--- src/hdl/tts_pkg.sv ---
// Shared types, codes and reset values for the TCP transmit sequencer.
package tts_pkg;

   localparam int unsigned WORD_W   = 32;
   localparam int unsigned HALF_W   = 16;
   localparam int unsigned CSR_IDX_W = 3;
   localparam int unsigned RETRY_W  = 5;
   localparam int unsigned MAXR_W   = 4;

   // Saturation point of the resend counter
   localparam logic [RETRY_W-1:0] RETRY_SAT = 5'd31;

   // Reset values of the configuration registers
   localparam logic [HALF_W-1:0] RESET_REMOTE_MSS  = 16'd536;
   localparam logic [HALF_W-1:0] RESET_LOCAL_MSS   = 16'd1460;
   localparam logic [HALF_W-1:0] RESET_RTO_MS      = 16'd700;
   localparam logic [MAXR_W-1:0] RESET_MAX_RETRY   = 4'd5;
   localparam logic [WORD_W-1:0] RESET_BROKEN_MS   = 32'd600000;

   // Receive advance limit: differences at or above this count as behind
   localparam logic [WORD_W-1:0] HALF_RANGE = 32'h8000_0000;

   typedef enum logic [1:0] {
      OP_POLL     = 2'd0,
      OP_RESEND_ACK = 2'd1,
      OP_RESET    = 2'd2,
      OP_CLOSE    = 2'd3
   } op_type;

   typedef enum logic [1:0] {
      CONN_EMPTY       = 2'd0,
      CONN_SYN_RCVD    = 2'd1,
      CONN_ESTABLISHED = 2'd2,
      CONN_FIN_WAIT    = 2'd3
   } conn_type;

   typedef enum logic [1:0] {
      ACT_NONE = 2'd0,
      ACT_SEND = 2'd1,
      ACT_REAP = 2'd2
   } action_type;

   typedef enum logic [CSR_IDX_W-1:0] {
      CSR_LOCAL_ISN   = 3'd0,
      CSR_REMOTE_ISN  = 3'd1,
      CSR_REMOTE_MSS  = 3'd2,
      CSR_LOCAL_MSS   = 3'd3,
      CSR_RTO_MS      = 3'd4,
      CSR_MAX_RETRY   = 3'd5,
      CSR_BROKEN_MS   = 3'd6
   } csr_idx_type;

   typedef struct packed {
      logic [WORD_W-1:0] local_isn;
      logic [WORD_W-1:0] remote_isn;
      logic [HALF_W-1:0] remote_mss;
      logic [HALF_W-1:0] local_mss;
      logic [HALF_W-1:0] rto_ms;
      logic [MAXR_W-1:0] max_retry;
      logic [WORD_W-1:0] broken_ms;
   } cfg_type;

   // Classified request as it waits between front and back
   typedef struct packed {
      op_type            op;
      conn_type          conn;
      logic [WORD_W-1:0] rcvd;
      logic [WORD_W-1:0] peer_acked;
      logic [HALF_W-1:0] window;
      logic [WORD_W-1:0] now;
      logic [HALF_W-1:0] clip_len;
      logic              app_done;
      logic              link_broken;
   } entry_type;

   typedef struct packed {
      action_type        action;
      logic [WORD_W-1:0] seq_number;
      logic [WORD_W-1:0] ack_number;
      logic              syn_flag;
      logic              fin_flag;
      logic              rst_flag;
      logic [HALF_W-1:0] mss_option;
      logic [HALF_W-1:0] data_length;
      logic              app_query;
      logic [WORD_W-1:0] stream_position;
   } result_type;

endpackage

--- src/hdl/tts_channels.sv ---
// Handshake channels of the TCP transmit sequencer: request, result, register write.
interface tts_req_if;
   logic        valid;
   logic        ready;
   logic [1:0]  operation;
   logic [1:0]  conn_state;
   logic [31:0] bytes_received;
   logic [31:0] bytes_acked_by_peer;
   logic        peer_fin_seen;
   logic [15:0] peer_window;
   logic [31:0] now_ms;
   logic [31:0] last_receive_ms;
   logic [15:0] app_length;
   logic        app_done;

   modport source (
      output valid, operation, conn_state, bytes_received, bytes_acked_by_peer,
             peer_fin_seen, peer_window, now_ms, last_receive_ms, app_length, app_done,
      input  ready
   );
   modport sink (
      input  valid, operation, conn_state, bytes_received, bytes_acked_by_peer,
             peer_fin_seen, peer_window, now_ms, last_receive_ms, app_length, app_done,
      output ready
   );
endinterface

interface tts_rsp_if;
   logic        valid;
   logic        ready;
   logic [1:0]  action;
   logic [31:0] seq_number;
   logic [31:0] ack_number;
   logic        syn_flag;
   logic        fin_flag;
   logic        rst_flag;
   logic [15:0] mss_option;
   logic [15:0] data_length;
   logic        app_query;
   logic [31:0] stream_position;

   modport source (
      output valid, action, seq_number, ack_number, syn_flag, fin_flag, rst_flag,
             mss_option, data_length, app_query, stream_position,
      input  ready
   );
   modport sink (
      input  valid, action, seq_number, ack_number, syn_flag, fin_flag, rst_flag,
             mss_option, data_length, app_query, stream_position,
      output ready
   );
endinterface

interface tts_csr_if;
   logic        valid;
   logic        ready;
   logic [2:0]  index;
   logic [31:0] data;

   modport source (output valid, index, data, input ready);
   modport sink (input valid, index, data, output ready);
endinterface

--- src/hdl/tts_csr.sv ---
// Configuration register file of the TCP transmit sequencer.
module tts_csr
   import tts_pkg::*;
(
   input  logic          clock,
   input  logic          reset,
   tts_csr_if.sink       csr_bus,
   output cfg_type       cfg
);

   cfg_type cfg_ff;

   assign csr_bus.ready = 1'b1;
   assign cfg           = cfg_ff;

   // Write the addressed register; ignore indexes past the list
   always_ff @(posedge clock) begin
      if (reset) begin
         cfg_ff.local_isn  <= '0;
         cfg_ff.remote_isn <= '0;
         cfg_ff.remote_mss <= RESET_REMOTE_MSS;
         cfg_ff.local_mss  <= RESET_LOCAL_MSS;
         cfg_ff.rto_ms     <= RESET_RTO_MS;
         cfg_ff.max_retry  <= RESET_MAX_RETRY;
         cfg_ff.broken_ms  <= RESET_BROKEN_MS;
      end else if (csr_bus.valid) begin
         unique case (csr_idx_type'(csr_bus.index))
            CSR_LOCAL_ISN:  cfg_ff.local_isn  <= csr_bus.data;
            CSR_REMOTE_ISN: cfg_ff.remote_isn <= csr_bus.data;
            CSR_REMOTE_MSS: cfg_ff.remote_mss <= csr_bus.data[HALF_W-1:0];
            CSR_LOCAL_MSS:  cfg_ff.local_mss  <= csr_bus.data[HALF_W-1:0];
            CSR_RTO_MS:     cfg_ff.rto_ms     <= csr_bus.data[HALF_W-1:0];
            CSR_MAX_RETRY:  cfg_ff.max_retry  <= csr_bus.data[MAXR_W-1:0];
            CSR_BROKEN_MS:  cfg_ff.broken_ms  <= csr_bus.data;
            default: ;
         endcase
      end
   end

endmodule

--- src/hdl/tts_front.sv ---
// Front end: accepts requests and classifies them into queue entries.
module tts_front
   import tts_pkg::*;
(
   tts_req_if.sink   req_bus,
   input  cfg_type   cfg,
   output logic      push_valid,
   input  logic      push_ready,
   output entry_type push_entry
);

   logic [WORD_W-1:0] idle_ms;

   assign req_bus.ready = push_ready;
   assign push_valid    = req_bus.valid;

   // Work out everything that needs no connection state
   always_comb begin
      idle_ms                = req_bus.now_ms - req_bus.last_receive_ms;
      push_entry.op          = op_type'(req_bus.operation);
      push_entry.conn        = conn_type'(req_bus.conn_state);
      push_entry.rcvd        = req_bus.bytes_received;
      push_entry.peer_acked  = req_bus.bytes_acked_by_peer;
      push_entry.window      = req_bus.peer_window;
      push_entry.now         = req_bus.now_ms;
      push_entry.clip_len    = (req_bus.app_length < cfg.remote_mss) ?
                               req_bus.app_length : cfg.remote_mss;
      push_entry.app_done    = req_bus.app_done;
      push_entry.link_broken = (idle_ms >= cfg.broken_ms);
   end

endmodule

--- src/hdl/tts_queue.sv ---
// Two-entry queue between the front end and the back end.
module tts_queue
   import tts_pkg::*;
(
   input  logic      clock,
   input  logic      reset,
   input  logic      push_valid,
   output logic      push_ready,
   input  entry_type push_entry,
   output logic      pop_valid,
   input  logic      pop_ready,
   output entry_type pop_entry
);

   entry_type  slot_ff [2];
   logic       wr_ptr_ff;
   logic       rd_ptr_ff;
   logic [1:0] count_ff;
   logic       push;
   logic       pop;

   assign push_ready = (count_ff != 2'd2);
   assign pop_valid  = (count_ff != 2'd0);
   assign pop_entry  = slot_ff[rd_ptr_ff];
   assign push       = push_valid && push_ready;
   assign pop        = pop_valid && pop_ready;

   // Store the incoming entry
   always_ff @(posedge clock) begin
      if (push) begin
         slot_ff[wr_ptr_ff] <= push_entry;
      end
   end

   // Advance pointers and occupancy
   always_ff @(posedge clock) begin
      if (reset) begin
         wr_ptr_ff <= 1'b0;
         rd_ptr_ff <= 1'b0;
         count_ff  <= 2'd0;
      end else begin
         if (push) begin
            wr_ptr_ff <= ~wr_ptr_ff;
         end
         if (pop) begin
            rd_ptr_ff <= ~rd_ptr_ff;
         end
         if (push && !pop) begin
            count_ff <= count_ff + 2'd1;
         end else if (pop && !push) begin
            count_ff <= count_ff - 2'd1;
         end
      end
   end

endmodule

--- src/hdl/tts_back.sv ---
// Back end: connection state, send/resend/reap decision and result register.
module tts_back
   import tts_pkg::*;
(
   input  logic      clock,
   input  logic      reset,
   input  cfg_type   cfg,
   input  logic      pop_valid,
   output logic      pop_ready,
   input  entry_type pop_entry,
   tts_rsp_if.source rsp_bus
);

   logic [WORD_W-1:0]  bytes_sent_ff,  bytes_sent_in;
   logic [WORD_W-1:0]  acked_to_ff,    acked_to_in;
   logic               fin_sent_ff,    fin_sent_in;
   logic [WORD_W-1:0]  timer_ff,       timer_in;
   logic [RETRY_W-1:0] retry_ff,       retry_in;
   result_type         rsp_ff,         rsp_in;
   logic               rsp_valid_ff;

   logic               take;
   logic               all_acked;
   logic [WORD_W-1:0]  timer_base;
   logic [RETRY_W-1:0] retry_base;
   logic [RETRY_W-1:0] retry_bump;
   logic               rto_hit;
   logic [WORD_W-1:0]  rcv_diff;
   logic               advanced;
   logic               win_ok;
   logic [HALF_W:0]    seg_count;
   logic [WORD_W-1:0]  ack_now;
   logic [WORD_W-1:0]  seq_now;
   entry_type          e;

   assign e         = pop_entry;
   assign take      = pop_valid && (!rsp_valid_ff || rsp_bus.ready);
   assign pop_ready = !rsp_valid_ff || rsp_bus.ready;

   // Timer, resend and receive-advance checks
   always_comb begin
      all_acked  = (bytes_sent_ff == e.peer_acked);
      timer_base = all_acked ? e.now : timer_ff;
      retry_base = all_acked ? '0 : retry_ff;
      retry_bump = (retry_base < RETRY_SAT) ? retry_base + 1'b1 : retry_base;
      rto_hit    = ((e.now - timer_base) >= {{(WORD_W-HALF_W){1'b0}}, cfg.rto_ms});
      rcv_diff   = e.rcvd - acked_to_ff;
      advanced   = (rcv_diff != '0) && (rcv_diff < HALF_RANGE);
      win_ok     = ((bytes_sent_ff - e.peer_acked) < {{(WORD_W-HALF_W){1'b0}}, e.window});
      ack_now    = acked_to_ff + cfg.remote_isn;
      seq_now    = bytes_sent_ff + cfg.local_isn;
   end

   // Decide the result and the next connection state
   always_comb begin
      bytes_sent_in = bytes_sent_ff;
      acked_to_in   = acked_to_ff;
      fin_sent_in   = fin_sent_ff;
      timer_in      = timer_ff;
      retry_in      = retry_ff;
      rsp_in        = '0;
      rsp_in.action = ACT_NONE;
      seg_count     = '0;
      unique case (e.op)
         OP_POLL: begin
            priority if (e.conn == CONN_EMPTY) begin
               rsp_in.action = ACT_NONE;
            end else if (e.link_broken) begin
               rsp_in.action = ACT_REAP;
            end else if (rto_hit) begin
               retry_in = retry_bump;
               if (retry_bump > {1'b0, cfg.max_retry}) begin
                  timer_in      = timer_base;
                  rsp_in.action = ACT_REAP;
               end else begin
                  // Resend from the peer's acknowledged position
                  timer_in          = e.now;
                  rsp_in.action     = ACT_SEND;
                  rsp_in.ack_number = ack_now;
                  rsp_in.seq_number = e.peer_acked + cfg.local_isn;
                  if (e.conn == CONN_SYN_RCVD) begin
                     rsp_in.syn_flag   = 1'b1;
                     rsp_in.mss_option = cfg.local_mss;
                  end else begin
                     rsp_in.app_query       = 1'b1;
                     rsp_in.stream_position = e.peer_acked - 1'b1;
                     rsp_in.data_length     = e.clip_len;
                     if (e.app_done) begin
                        rsp_in.fin_flag = 1'b1;
                        fin_sent_in     = 1'b1;
                     end
                  end
               end
            end else begin
               // Normal send: SYN, data (with FIN when the app is done), or bare ACK; no result if nothing is due
               timer_in = timer_base;
               retry_in = retry_base;
               if (e.conn == CONN_SYN_RCVD && bytes_sent_ff == '0) begin
                  rsp_in.syn_flag   = 1'b1;
                  rsp_in.mss_option = cfg.local_mss;
               end
               if (e.conn == CONN_ESTABLISHED && !fin_sent_ff && win_ok) begin
                  rsp_in.app_query       = 1'b1;
                  rsp_in.stream_position = bytes_sent_ff - 1'b1;
                  rsp_in.data_length     = e.clip_len;
                  if (e.app_done) begin
                     rsp_in.fin_flag = 1'b1;
                     fin_sent_in     = 1'b1;
                  end
               end
               seg_count = {1'b0, rsp_in.data_length} +
                           {{HALF_W{1'b0}}, rsp_in.syn_flag} +
                           {{HALF_W{1'b0}}, rsp_in.fin_flag};
               acked_to_in   = e.rcvd;
               bytes_sent_in = bytes_sent_ff + {{(WORD_W-HALF_W-1){1'b0}}, seg_count};
               rsp_in.ack_number = e.rcvd + cfg.remote_isn;
               rsp_in.seq_number = seq_now;
               if (!advanced && seg_count == '0) begin
                  rsp_in = '0;
                  rsp_in.action = ACT_NONE;
               end else begin
                  rsp_in.action = ACT_SEND;
               end
            end
         end
         OP_RESEND_ACK, OP_RESET: begin
            rsp_in.action     = ACT_SEND;
            rsp_in.ack_number = ack_now;
            rsp_in.seq_number = seq_now;
            rsp_in.rst_flag   = (e.op == OP_RESET);
         end
         OP_CLOSE: begin
            rsp_in.action     = ACT_SEND;
            rsp_in.fin_flag   = 1'b1;
            rsp_in.ack_number = ack_now;
            rsp_in.seq_number = seq_now;
            fin_sent_in       = 1'b1;
            bytes_sent_in     = bytes_sent_ff + 1'b1;
         end
         default: ;
      endcase
   end

   // Hold connection state; advance it on each request taken
   always_ff @(posedge clock) begin
      if (reset) begin
         bytes_sent_ff <= '0;
         acked_to_ff   <= '0;
         fin_sent_ff   <= 1'b0;
         timer_ff      <= '0;
         retry_ff      <= '0;
         rsp_valid_ff  <= 1'b0;
      end else begin
         if (take) begin
            bytes_sent_ff <= bytes_sent_in;
            acked_to_ff   <= acked_to_in;
            fin_sent_ff   <= fin_sent_in;
            timer_ff      <= timer_in;
            retry_ff      <= retry_in;
            rsp_valid_ff  <= 1'b1;
         end else if (rsp_bus.ready) begin
            rsp_valid_ff  <= 1'b0;
         end
      end
   end

   // Load the result register
   always_ff @(posedge clock) begin
      if (take) begin
         rsp_ff <= rsp_in;
      end
   end

   assign rsp_bus.valid           = rsp_valid_ff;
   assign rsp_bus.action          = rsp_ff.action;
   assign rsp_bus.seq_number      = rsp_ff.seq_number;
   assign rsp_bus.ack_number      = rsp_ff.ack_number;
   assign rsp_bus.syn_flag        = rsp_ff.syn_flag;
   assign rsp_bus.fin_flag        = rsp_ff.fin_flag;
   assign rsp_bus.rst_flag        = rsp_ff.rst_flag;
   assign rsp_bus.mss_option      = rsp_ff.mss_option;
   assign rsp_bus.data_length     = rsp_ff.data_length;
   assign rsp_bus.app_query       = rsp_ff.app_query;
   assign rsp_bus.stream_position = rsp_ff.stream_position;

endmodule

--- src/hdl/tcp_transmit_sequencer.sv ---
// Throughput is one request per clock cycle while results are taken. A request is registered
// in a queue slot and then in the result register: the front end classifies a request (link
// timeout, length clip) as it enters a two-entry queue, and the back end takes one queued
// request per cycle unless a result waits unread, updating the connection counters and timer in
// that same cycle and loading the result register. The back end's state update sets the rate.
// Requests keep flowing while a result waits; when both the result register and the queue
// are full, req_bus.ready drops. Register writes on csr_bus are always taken.
module tcp_transmit_sequencer
   import tts_pkg::*;
(
   input  logic      clock,
   input  logic      reset,
   tts_req_if.sink   req_bus,
   tts_rsp_if.source rsp_bus,
   tts_csr_if.sink   csr_bus
);

   cfg_type   cfg;
   logic      push_valid;
   logic      push_ready;
   entry_type push_entry;
   logic      pop_valid;
   logic      pop_ready;
   entry_type pop_entry;

   tts_csr u_csr (
      .clock   (clock),
      .reset   (reset),
      .csr_bus (csr_bus),
      .cfg     (cfg)
   );

   tts_front u_front (
      .req_bus    (req_bus),
      .cfg        (cfg),
      .push_valid (push_valid),
      .push_ready (push_ready),
      .push_entry (push_entry)
   );

   tts_queue u_queue (
      .clock      (clock),
      .reset      (reset),
      .push_valid (push_valid),
      .push_ready (push_ready),
      .push_entry (push_entry),
      .pop_valid  (pop_valid),
      .pop_ready  (pop_ready),
      .pop_entry  (pop_entry)
   );

   tts_back u_back (
      .clock     (clock),
      .reset     (reset),
      .cfg       (cfg),
      .pop_valid (pop_valid),
      .pop_ready (pop_ready),
      .pop_entry (pop_entry),
      .rsp_bus   (rsp_bus)
   );

endmodule
--- src/flat_wrapper.sv ---
// flat-port wrapper written by rule: the top's interface ports become plain ports
module tcp_transmit_sequencer_flat import tts_pkg::*;
  (clock, reset, req_bus_valid, req_bus_operation, req_bus_conn_state, req_bus_bytes_received, req_bus_bytes_acked_by_peer, req_bus_peer_fin_seen, req_bus_peer_window, req_bus_now_ms, req_bus_last_receive_ms, req_bus_app_length, req_bus_app_done, req_bus_ready, rsp_bus_valid, rsp_bus_action, rsp_bus_seq_number, rsp_bus_ack_number, rsp_bus_syn_flag, rsp_bus_fin_flag, rsp_bus_rst_flag, rsp_bus_mss_option, rsp_bus_data_length, rsp_bus_app_query, rsp_bus_stream_position, rsp_bus_ready, csr_bus_valid, csr_bus_index, csr_bus_data, csr_bus_ready);
  tts_req_if req_bus_i ();
  tts_rsp_if rsp_bus_i ();
  tts_csr_if csr_bus_i ();
  input  logic clock;
  input  logic reset;
  input wire logic [$bits(req_bus_i.valid)-1:0] req_bus_valid;
  input wire logic [$bits(req_bus_i.operation)-1:0] req_bus_operation;
  input wire logic [$bits(req_bus_i.conn_state)-1:0] req_bus_conn_state;
  input wire logic [$bits(req_bus_i.bytes_received)-1:0] req_bus_bytes_received;
  input wire logic [$bits(req_bus_i.bytes_acked_by_peer)-1:0] req_bus_bytes_acked_by_peer;
  input wire logic [$bits(req_bus_i.peer_fin_seen)-1:0] req_bus_peer_fin_seen;
  input wire logic [$bits(req_bus_i.peer_window)-1:0] req_bus_peer_window;
  input wire logic [$bits(req_bus_i.now_ms)-1:0] req_bus_now_ms;
  input wire logic [$bits(req_bus_i.last_receive_ms)-1:0] req_bus_last_receive_ms;
  input wire logic [$bits(req_bus_i.app_length)-1:0] req_bus_app_length;
  input wire logic [$bits(req_bus_i.app_done)-1:0] req_bus_app_done;
  output wire logic [$bits(req_bus_i.ready)-1:0] req_bus_ready;
  output wire logic [$bits(rsp_bus_i.valid)-1:0] rsp_bus_valid;
  output wire logic [$bits(rsp_bus_i.action)-1:0] rsp_bus_action;
  output wire logic [$bits(rsp_bus_i.seq_number)-1:0] rsp_bus_seq_number;
  output wire logic [$bits(rsp_bus_i.ack_number)-1:0] rsp_bus_ack_number;
  output wire logic [$bits(rsp_bus_i.syn_flag)-1:0] rsp_bus_syn_flag;
  output wire logic [$bits(rsp_bus_i.fin_flag)-1:0] rsp_bus_fin_flag;
  output wire logic [$bits(rsp_bus_i.rst_flag)-1:0] rsp_bus_rst_flag;
  output wire logic [$bits(rsp_bus_i.mss_option)-1:0] rsp_bus_mss_option;
  output wire logic [$bits(rsp_bus_i.data_length)-1:0] rsp_bus_data_length;
  output wire logic [$bits(rsp_bus_i.app_query)-1:0] rsp_bus_app_query;
  output wire logic [$bits(rsp_bus_i.stream_position)-1:0] rsp_bus_stream_position;
  input wire logic [$bits(rsp_bus_i.ready)-1:0] rsp_bus_ready;
  input wire logic [$bits(csr_bus_i.valid)-1:0] csr_bus_valid;
  input wire logic [$bits(csr_bus_i.index)-1:0] csr_bus_index;
  input wire logic [$bits(csr_bus_i.data)-1:0] csr_bus_data;
  output wire logic [$bits(csr_bus_i.ready)-1:0] csr_bus_ready;
  assign req_bus_i.valid = req_bus_valid;
  assign req_bus_i.operation = req_bus_operation;
  assign req_bus_i.conn_state = req_bus_conn_state;
  assign req_bus_i.bytes_received = req_bus_bytes_received;
  assign req_bus_i.bytes_acked_by_peer = req_bus_bytes_acked_by_peer;
  assign req_bus_i.peer_fin_seen = req_bus_peer_fin_seen;
  assign req_bus_i.peer_window = req_bus_peer_window;
  assign req_bus_i.now_ms = req_bus_now_ms;
  assign req_bus_i.last_receive_ms = req_bus_last_receive_ms;
  assign req_bus_i.app_length = req_bus_app_length;
  assign req_bus_i.app_done = req_bus_app_done;
  assign req_bus_ready = req_bus_i.ready;
  assign rsp_bus_valid = rsp_bus_i.valid;
  assign rsp_bus_action = rsp_bus_i.action;
  assign rsp_bus_seq_number = rsp_bus_i.seq_number;
  assign rsp_bus_ack_number = rsp_bus_i.ack_number;
  assign rsp_bus_syn_flag = rsp_bus_i.syn_flag;
  assign rsp_bus_fin_flag = rsp_bus_i.fin_flag;
  assign rsp_bus_rst_flag = rsp_bus_i.rst_flag;
  assign rsp_bus_mss_option = rsp_bus_i.mss_option;
  assign rsp_bus_data_length = rsp_bus_i.data_length;
  assign rsp_bus_app_query = rsp_bus_i.app_query;
  assign rsp_bus_stream_position = rsp_bus_i.stream_position;
  assign rsp_bus_i.ready = rsp_bus_ready;
  assign csr_bus_i.valid = csr_bus_valid;
  assign csr_bus_i.index = csr_bus_index;
  assign csr_bus_i.data = csr_bus_data;
  assign csr_bus_ready = csr_bus_i.ready;
  tcp_transmit_sequencer u_core (.clock(clock), .reset(reset), .req_bus(req_bus_i), .rsp_bus(rsp_bus_i), .csr_bus(csr_bus_i));
endmodule
--- config.mk ---
export PLATFORM = sky130hd
export DESIGN_NAME = tcp_transmit_sequencer_flat
export DESIGN_NICKNAME = d
export VERILOG_FILES = /design/src/hdl/tts_pkg.sv /design/src/hdl/tts_channels.sv /design/src/hdl/tts_csr.sv /design/src/hdl/tts_front.sv /design/src/hdl/tts_queue.sv /design/src/hdl/tts_back.sv /design/src/hdl/tcp_transmit_sequencer.sv /design/src/flat_wrapper.sv
export SDC_FILE = /design/constraint.sdc
export NUM_CORES = 2
export LEC_CHECK = 0
export BUFFER_PORTS_ARGS = -buffer_cell sky130_fd_sc_hd__buf_2
export CAP_MARGIN = 10
export CELL_PAD_IN_SITES_DETAIL_PLACEMENT = 0
export CELL_PAD_IN_SITES_GLOBAL_PLACEMENT = 1
export CORE_ASPECT_RATIO = 0.9
export CORE_MARGIN = 2
export CORE_UTILIZATION = 40
export CTS_CLUSTER_DIAMETER = 150
export DETAILED_ROUTE_END_ITERATION = 10
export PLACE_DENSITY = 0.69
export SLEW_MARGIN = 20
export SYNTH_ARGS = -nofsm -noshare
export SYNTH_HDL_FRONTEND = slang
export SYNTH_SLANG_ARGS = --single-unit
--- constraint.sdc ---
create_clock -name clock -period 20.2 [get_ports clock]
set_input_delay 2.02 -clock clock [delete_from_list [all_inputs] [get_ports clock]]
set_output_delay 2.02 -clock clock [all_outputs]
set_load 0.01 [all_outputs]
==> summary.md <==
• share of the core filled with cells in the final layout: 0.460
• Synth area leaders: sky130_fd_sc_hd__edfxtp_1 (28%), sky130_fd_sc_hd__dfxtp_1 (12%), sky130_fd_sc_hd__ha_1 (10%)
• count of filler cells inserted in the layout: 10.3k
• kind of start point of the critical path: flop
• vias in the first global route: 33.8k
• Crit Path Max Fanout: 34
• Skew-Pair Late Insertion Delay: 660 ps
• Final GP Congestion: 0.909
• gr usage total: 0.248
• pin count of the biggest net entering global routing: 101
• Die Ht: 315 um
• Vias: 35.6k
• total design power: 5390 uW
• Worst Path Required: 20530 ps
• grt ovf: 0
• detailed placement HPWL: 106000 um
• Rel. slew slack: 0.214
• number of nets in the layout: 5434
• reported net switching power: 2070 uW
• Worst VDD drop: 0.0691 mV
• total wire length after detailed routing: 139000 um
• HP Class: flop to flop
• Slew Limit Fails: 0
• Crit Path Category: flop to flop
• via density per instance: 5.64
• kind of cell adding the most delay to the critical path: simple AND/OR/NAND/NOR gates
• Mapped Avg Cell Area: 9.40 um2
• most used standard cells in the synthesized netlist: sky130_fd_sc_hd__nand2_1 (463), sky130_fd_sc_hd__a21oi_1 (411), sky130_fd_sc_hd__edfxtp_1 (402)
• Levels on crit path: 34
• number of buffers on the longest clock path: 3
• number of core rows: 113
• routed wire length per instance: 22.1 um
• CP bufs+invs: 4
• slew at the pin with the worst max-slew slack: 1170 ps
• first-pass GRT wire length: 208000 um
• count of state elements after synthesis: 658
• number of library cell types mapped by synthesis: 91
• least setup slack across all paths after layout: 8340 ps
• dominant register cell in the synthesized netlist: sky130_fd_sc_hd__edfxtp_1
• number of gates resized after CTS: 0
• P per Cell Area: 111 nW/um2
• Post-Syn Nets: 5135
• peak per-stage delay on the critical path: 780 ps
• area of the core: 106000 um2
• final setup vio count: 0
• CTS clock-pin slew for the worst setup and hold paths: 60 ps
• slowest cell on the critical path: sky130_fd_sc_hd__nor2_2
• clock share of power: 0.271
• Final period util: 0.587
• share of power burned in registers: 0.335
• Iter 0 DRT Violations: 2653
• Hold Path Depth: 2
• CTS buffer count: 77
• FF/Latch Area: 17200 um2
• clock skew after layout: 35.9 ps
• cells on worst reg2reg path: 34
• cell internal pwr: 3330 uW
• MaxCap Viol Count: 0
• outcome: finished clean
• total number of clock tree sinks: 658
• cts hold-fix bufs: 0
• H-tree lvl count: 3
• floorplan die width: 349 um
• initial core utilization: 0.405
• cell with the most instances after synthesis: sky130_fd_sc_hd__nand2_1
• number of standard cells in the layout, taps in and fillers out: 6303
• total leakage power: 0.0196 uW
• number of synthesized flops with an enable pin: 402
• Area growth, synth to finish: 13.6%
• area share of the leading cell type in the synthesized netlist: 0.282
• drc violations: 0
• setup TNS: 0 ps
• Syn. warnings: 0
• sequential-to-total area share from yosys stat: 0.401
• Die ar.: 110000 um2
• Buffers on Ports: 340
• RSZ-0062 raised after global routing: false
• clock root cell: sky130_fd_sc_hd__clkbuf_16
• iteration count of the initial detailed-routing pass: 6
• CTS tree: done
• total instance count after detailed placement: 6161
• netlist area before placement: 42900 um2
• initial antenna violation count: 15
• Max Clock Freq: 84.3 MHz
• post-synthesis cell count: 4561
• CP Capture Type: flop
• crit path time final: 11860 ps
• Final Hold Fails: 0
• antenna-violating nets left: 0
• post-placement setup slack: 8380 ps
• share of final-layout standard cells stronger than drive strength 1: 0.143
• cell taking the most area after synthesis: sky130_fd_sc_hd__edfxtp_1
• multi-input combinational cell area: 24000 um2
• combinational share of power: 0.394
• Data arrival, critical path: 12190 ps
• num ports: 343
• switch share: 0.383
• number of buffers inserted to repair setup after CTS: 0
• Synth async-reset ratio: 0
[cell usage in the layout, fill, tap and decap left out, drive strengths merged, types with 43 or more instances in the layout]
cell type and count:
nand2 463, a21oi 413, edfxtp 402, buf 388
ha 358, inv 283, nor2 279, dfxtp 256
o21ai 201, xnor2 176, nand3 142, mux2i 131
xor2 105, clkbuf 103, a21o 95, mux2 91
o22ai 83, nor3 75, o21a 66, nor2b 58
nand2b 50, nor4 43, a31oi 43
[worst paths after layout]
path / from / to / slack [ps]
worst min register to register: u_core.u_csr.cfg[53] / u_core.u_csr.cfg[53] / 450
worst max-delay path: flop / u_core.u_back.rsp_bus.ack_number[7] / 8340
worst min-delay path: u_core.u_csr.cfg[53] / u_core.u_csr.cfg[53] / 450
worst max register to register: flop / u_core.u_back.rsp_bus.ack_number[7] / 8340
[flip-flops by register name, indices dropped and copies added, names as in the netlist, named ones only]
| signal | cells |
|---|---|
| u_core.u_back.retry_ff | 5 |
| u_core.u_back.fin_sent_ff | 1 |
| u_core.u_back.rsp_bus.app_query | 1 |
| u_core.u_back.rsp_bus.action | 2 |
| u_core.u_queue.slot_ff | 268 |
| u_core.u_queue.wr_ptr_ff | 1 |
| u_core.u_back.rsp_bus.stream_position | 32 |
| u_core.u_back.timer_ff | 32 |
| u_core.u_back.rsp_bus.fin_flag | 1 |
| u_core.u_back.rsp_bus.seq_number | 32 |
| u_core.u_back.rsp_bus.data_length | 16 |
| u_core.u_back.rsp_bus.mss_option | 16 |
| u_core.u_back.bytes_sent_ff | 32 |
| u_core.u_queue.rd_ptr_ff | 1 |
| u_core.u_back.acked_to_ff | 32 |
| u_core.u_back.rsp_bus.syn_flag | 1 |
| u_core.u_csr.cfg | 148 |
| u_core.u_back.rsp_bus.valid | 1 |
| u_core.u_back.rsp_bus.ack_number | 32 |
| u_core.u_queue.count_ff | 2 |
| u_core.u_back.rsp_bus.rst_flag | 1 |
[tightest hold or removal path: stages, from the launching register on]
cell	delay (ps)
sky130_fd_sc_hd__dfxtp_1	300
sky130_fd_sc_hd__nand2_1	50
sky130_fd_sc_hd__a21oi_1	50
[layout make-up]
cell class | count | area share
Sequential cell | 658 | 0.353
Multi-Input combinational cell | 3458 | 0.493
Timing Repair Buffer | 389 | 0.0428
Clock buffer | 102 | 0.0445
Clock inverter | 39 | 0.00925
Tap cell | 1380 | 0.0355
Antenna cell | 1 | 0.0000514
Inverter | 276 | 0.0214
[kinds of logic after synthesis]
group	count (synthesis)	share of synthesized area
simple gates	1362	0.153
compound gates	1224	0.184
flops	658	0.401
buf+inv	445	0.0403
fa+ha+maj	368	0.109
xor+xnor	281	0.0574
mux	222	0.0546
other cells	1	0.0000875
[metal layers]
metal | GRT usage | vias to the layer above | share of wire
met5 | 0 | - | 0.00065
met4 | 0.0744 | 14 | 0.031
met3 | 0.0383 | 202 | 0.060
met2 | 0.391 | 958 | 0.45
met1 | 0.350 | 17000 | 0.46
li1 | - | 17300 | -
[per-stage QoR]
stage                     hold WS [ps]  area, um2
after floorplan                    432      42900
after global placement             438      46100
after detailed placement           445      46100
after CTS                          454      48700
after global routing               462      48700
final                              453      48700
[power groups by stage]
stage               sequential (uW)  combinational (uW)  clock, uW
floorplan                      1860                1400          0
global placement               1840                2110          0
detailed placement             1840                2120          0
CTS                            1810                2130       1500
global route                   1820                2340       1550
finish                         1810                2130       1460
Power figures use the tool's default switching activity.
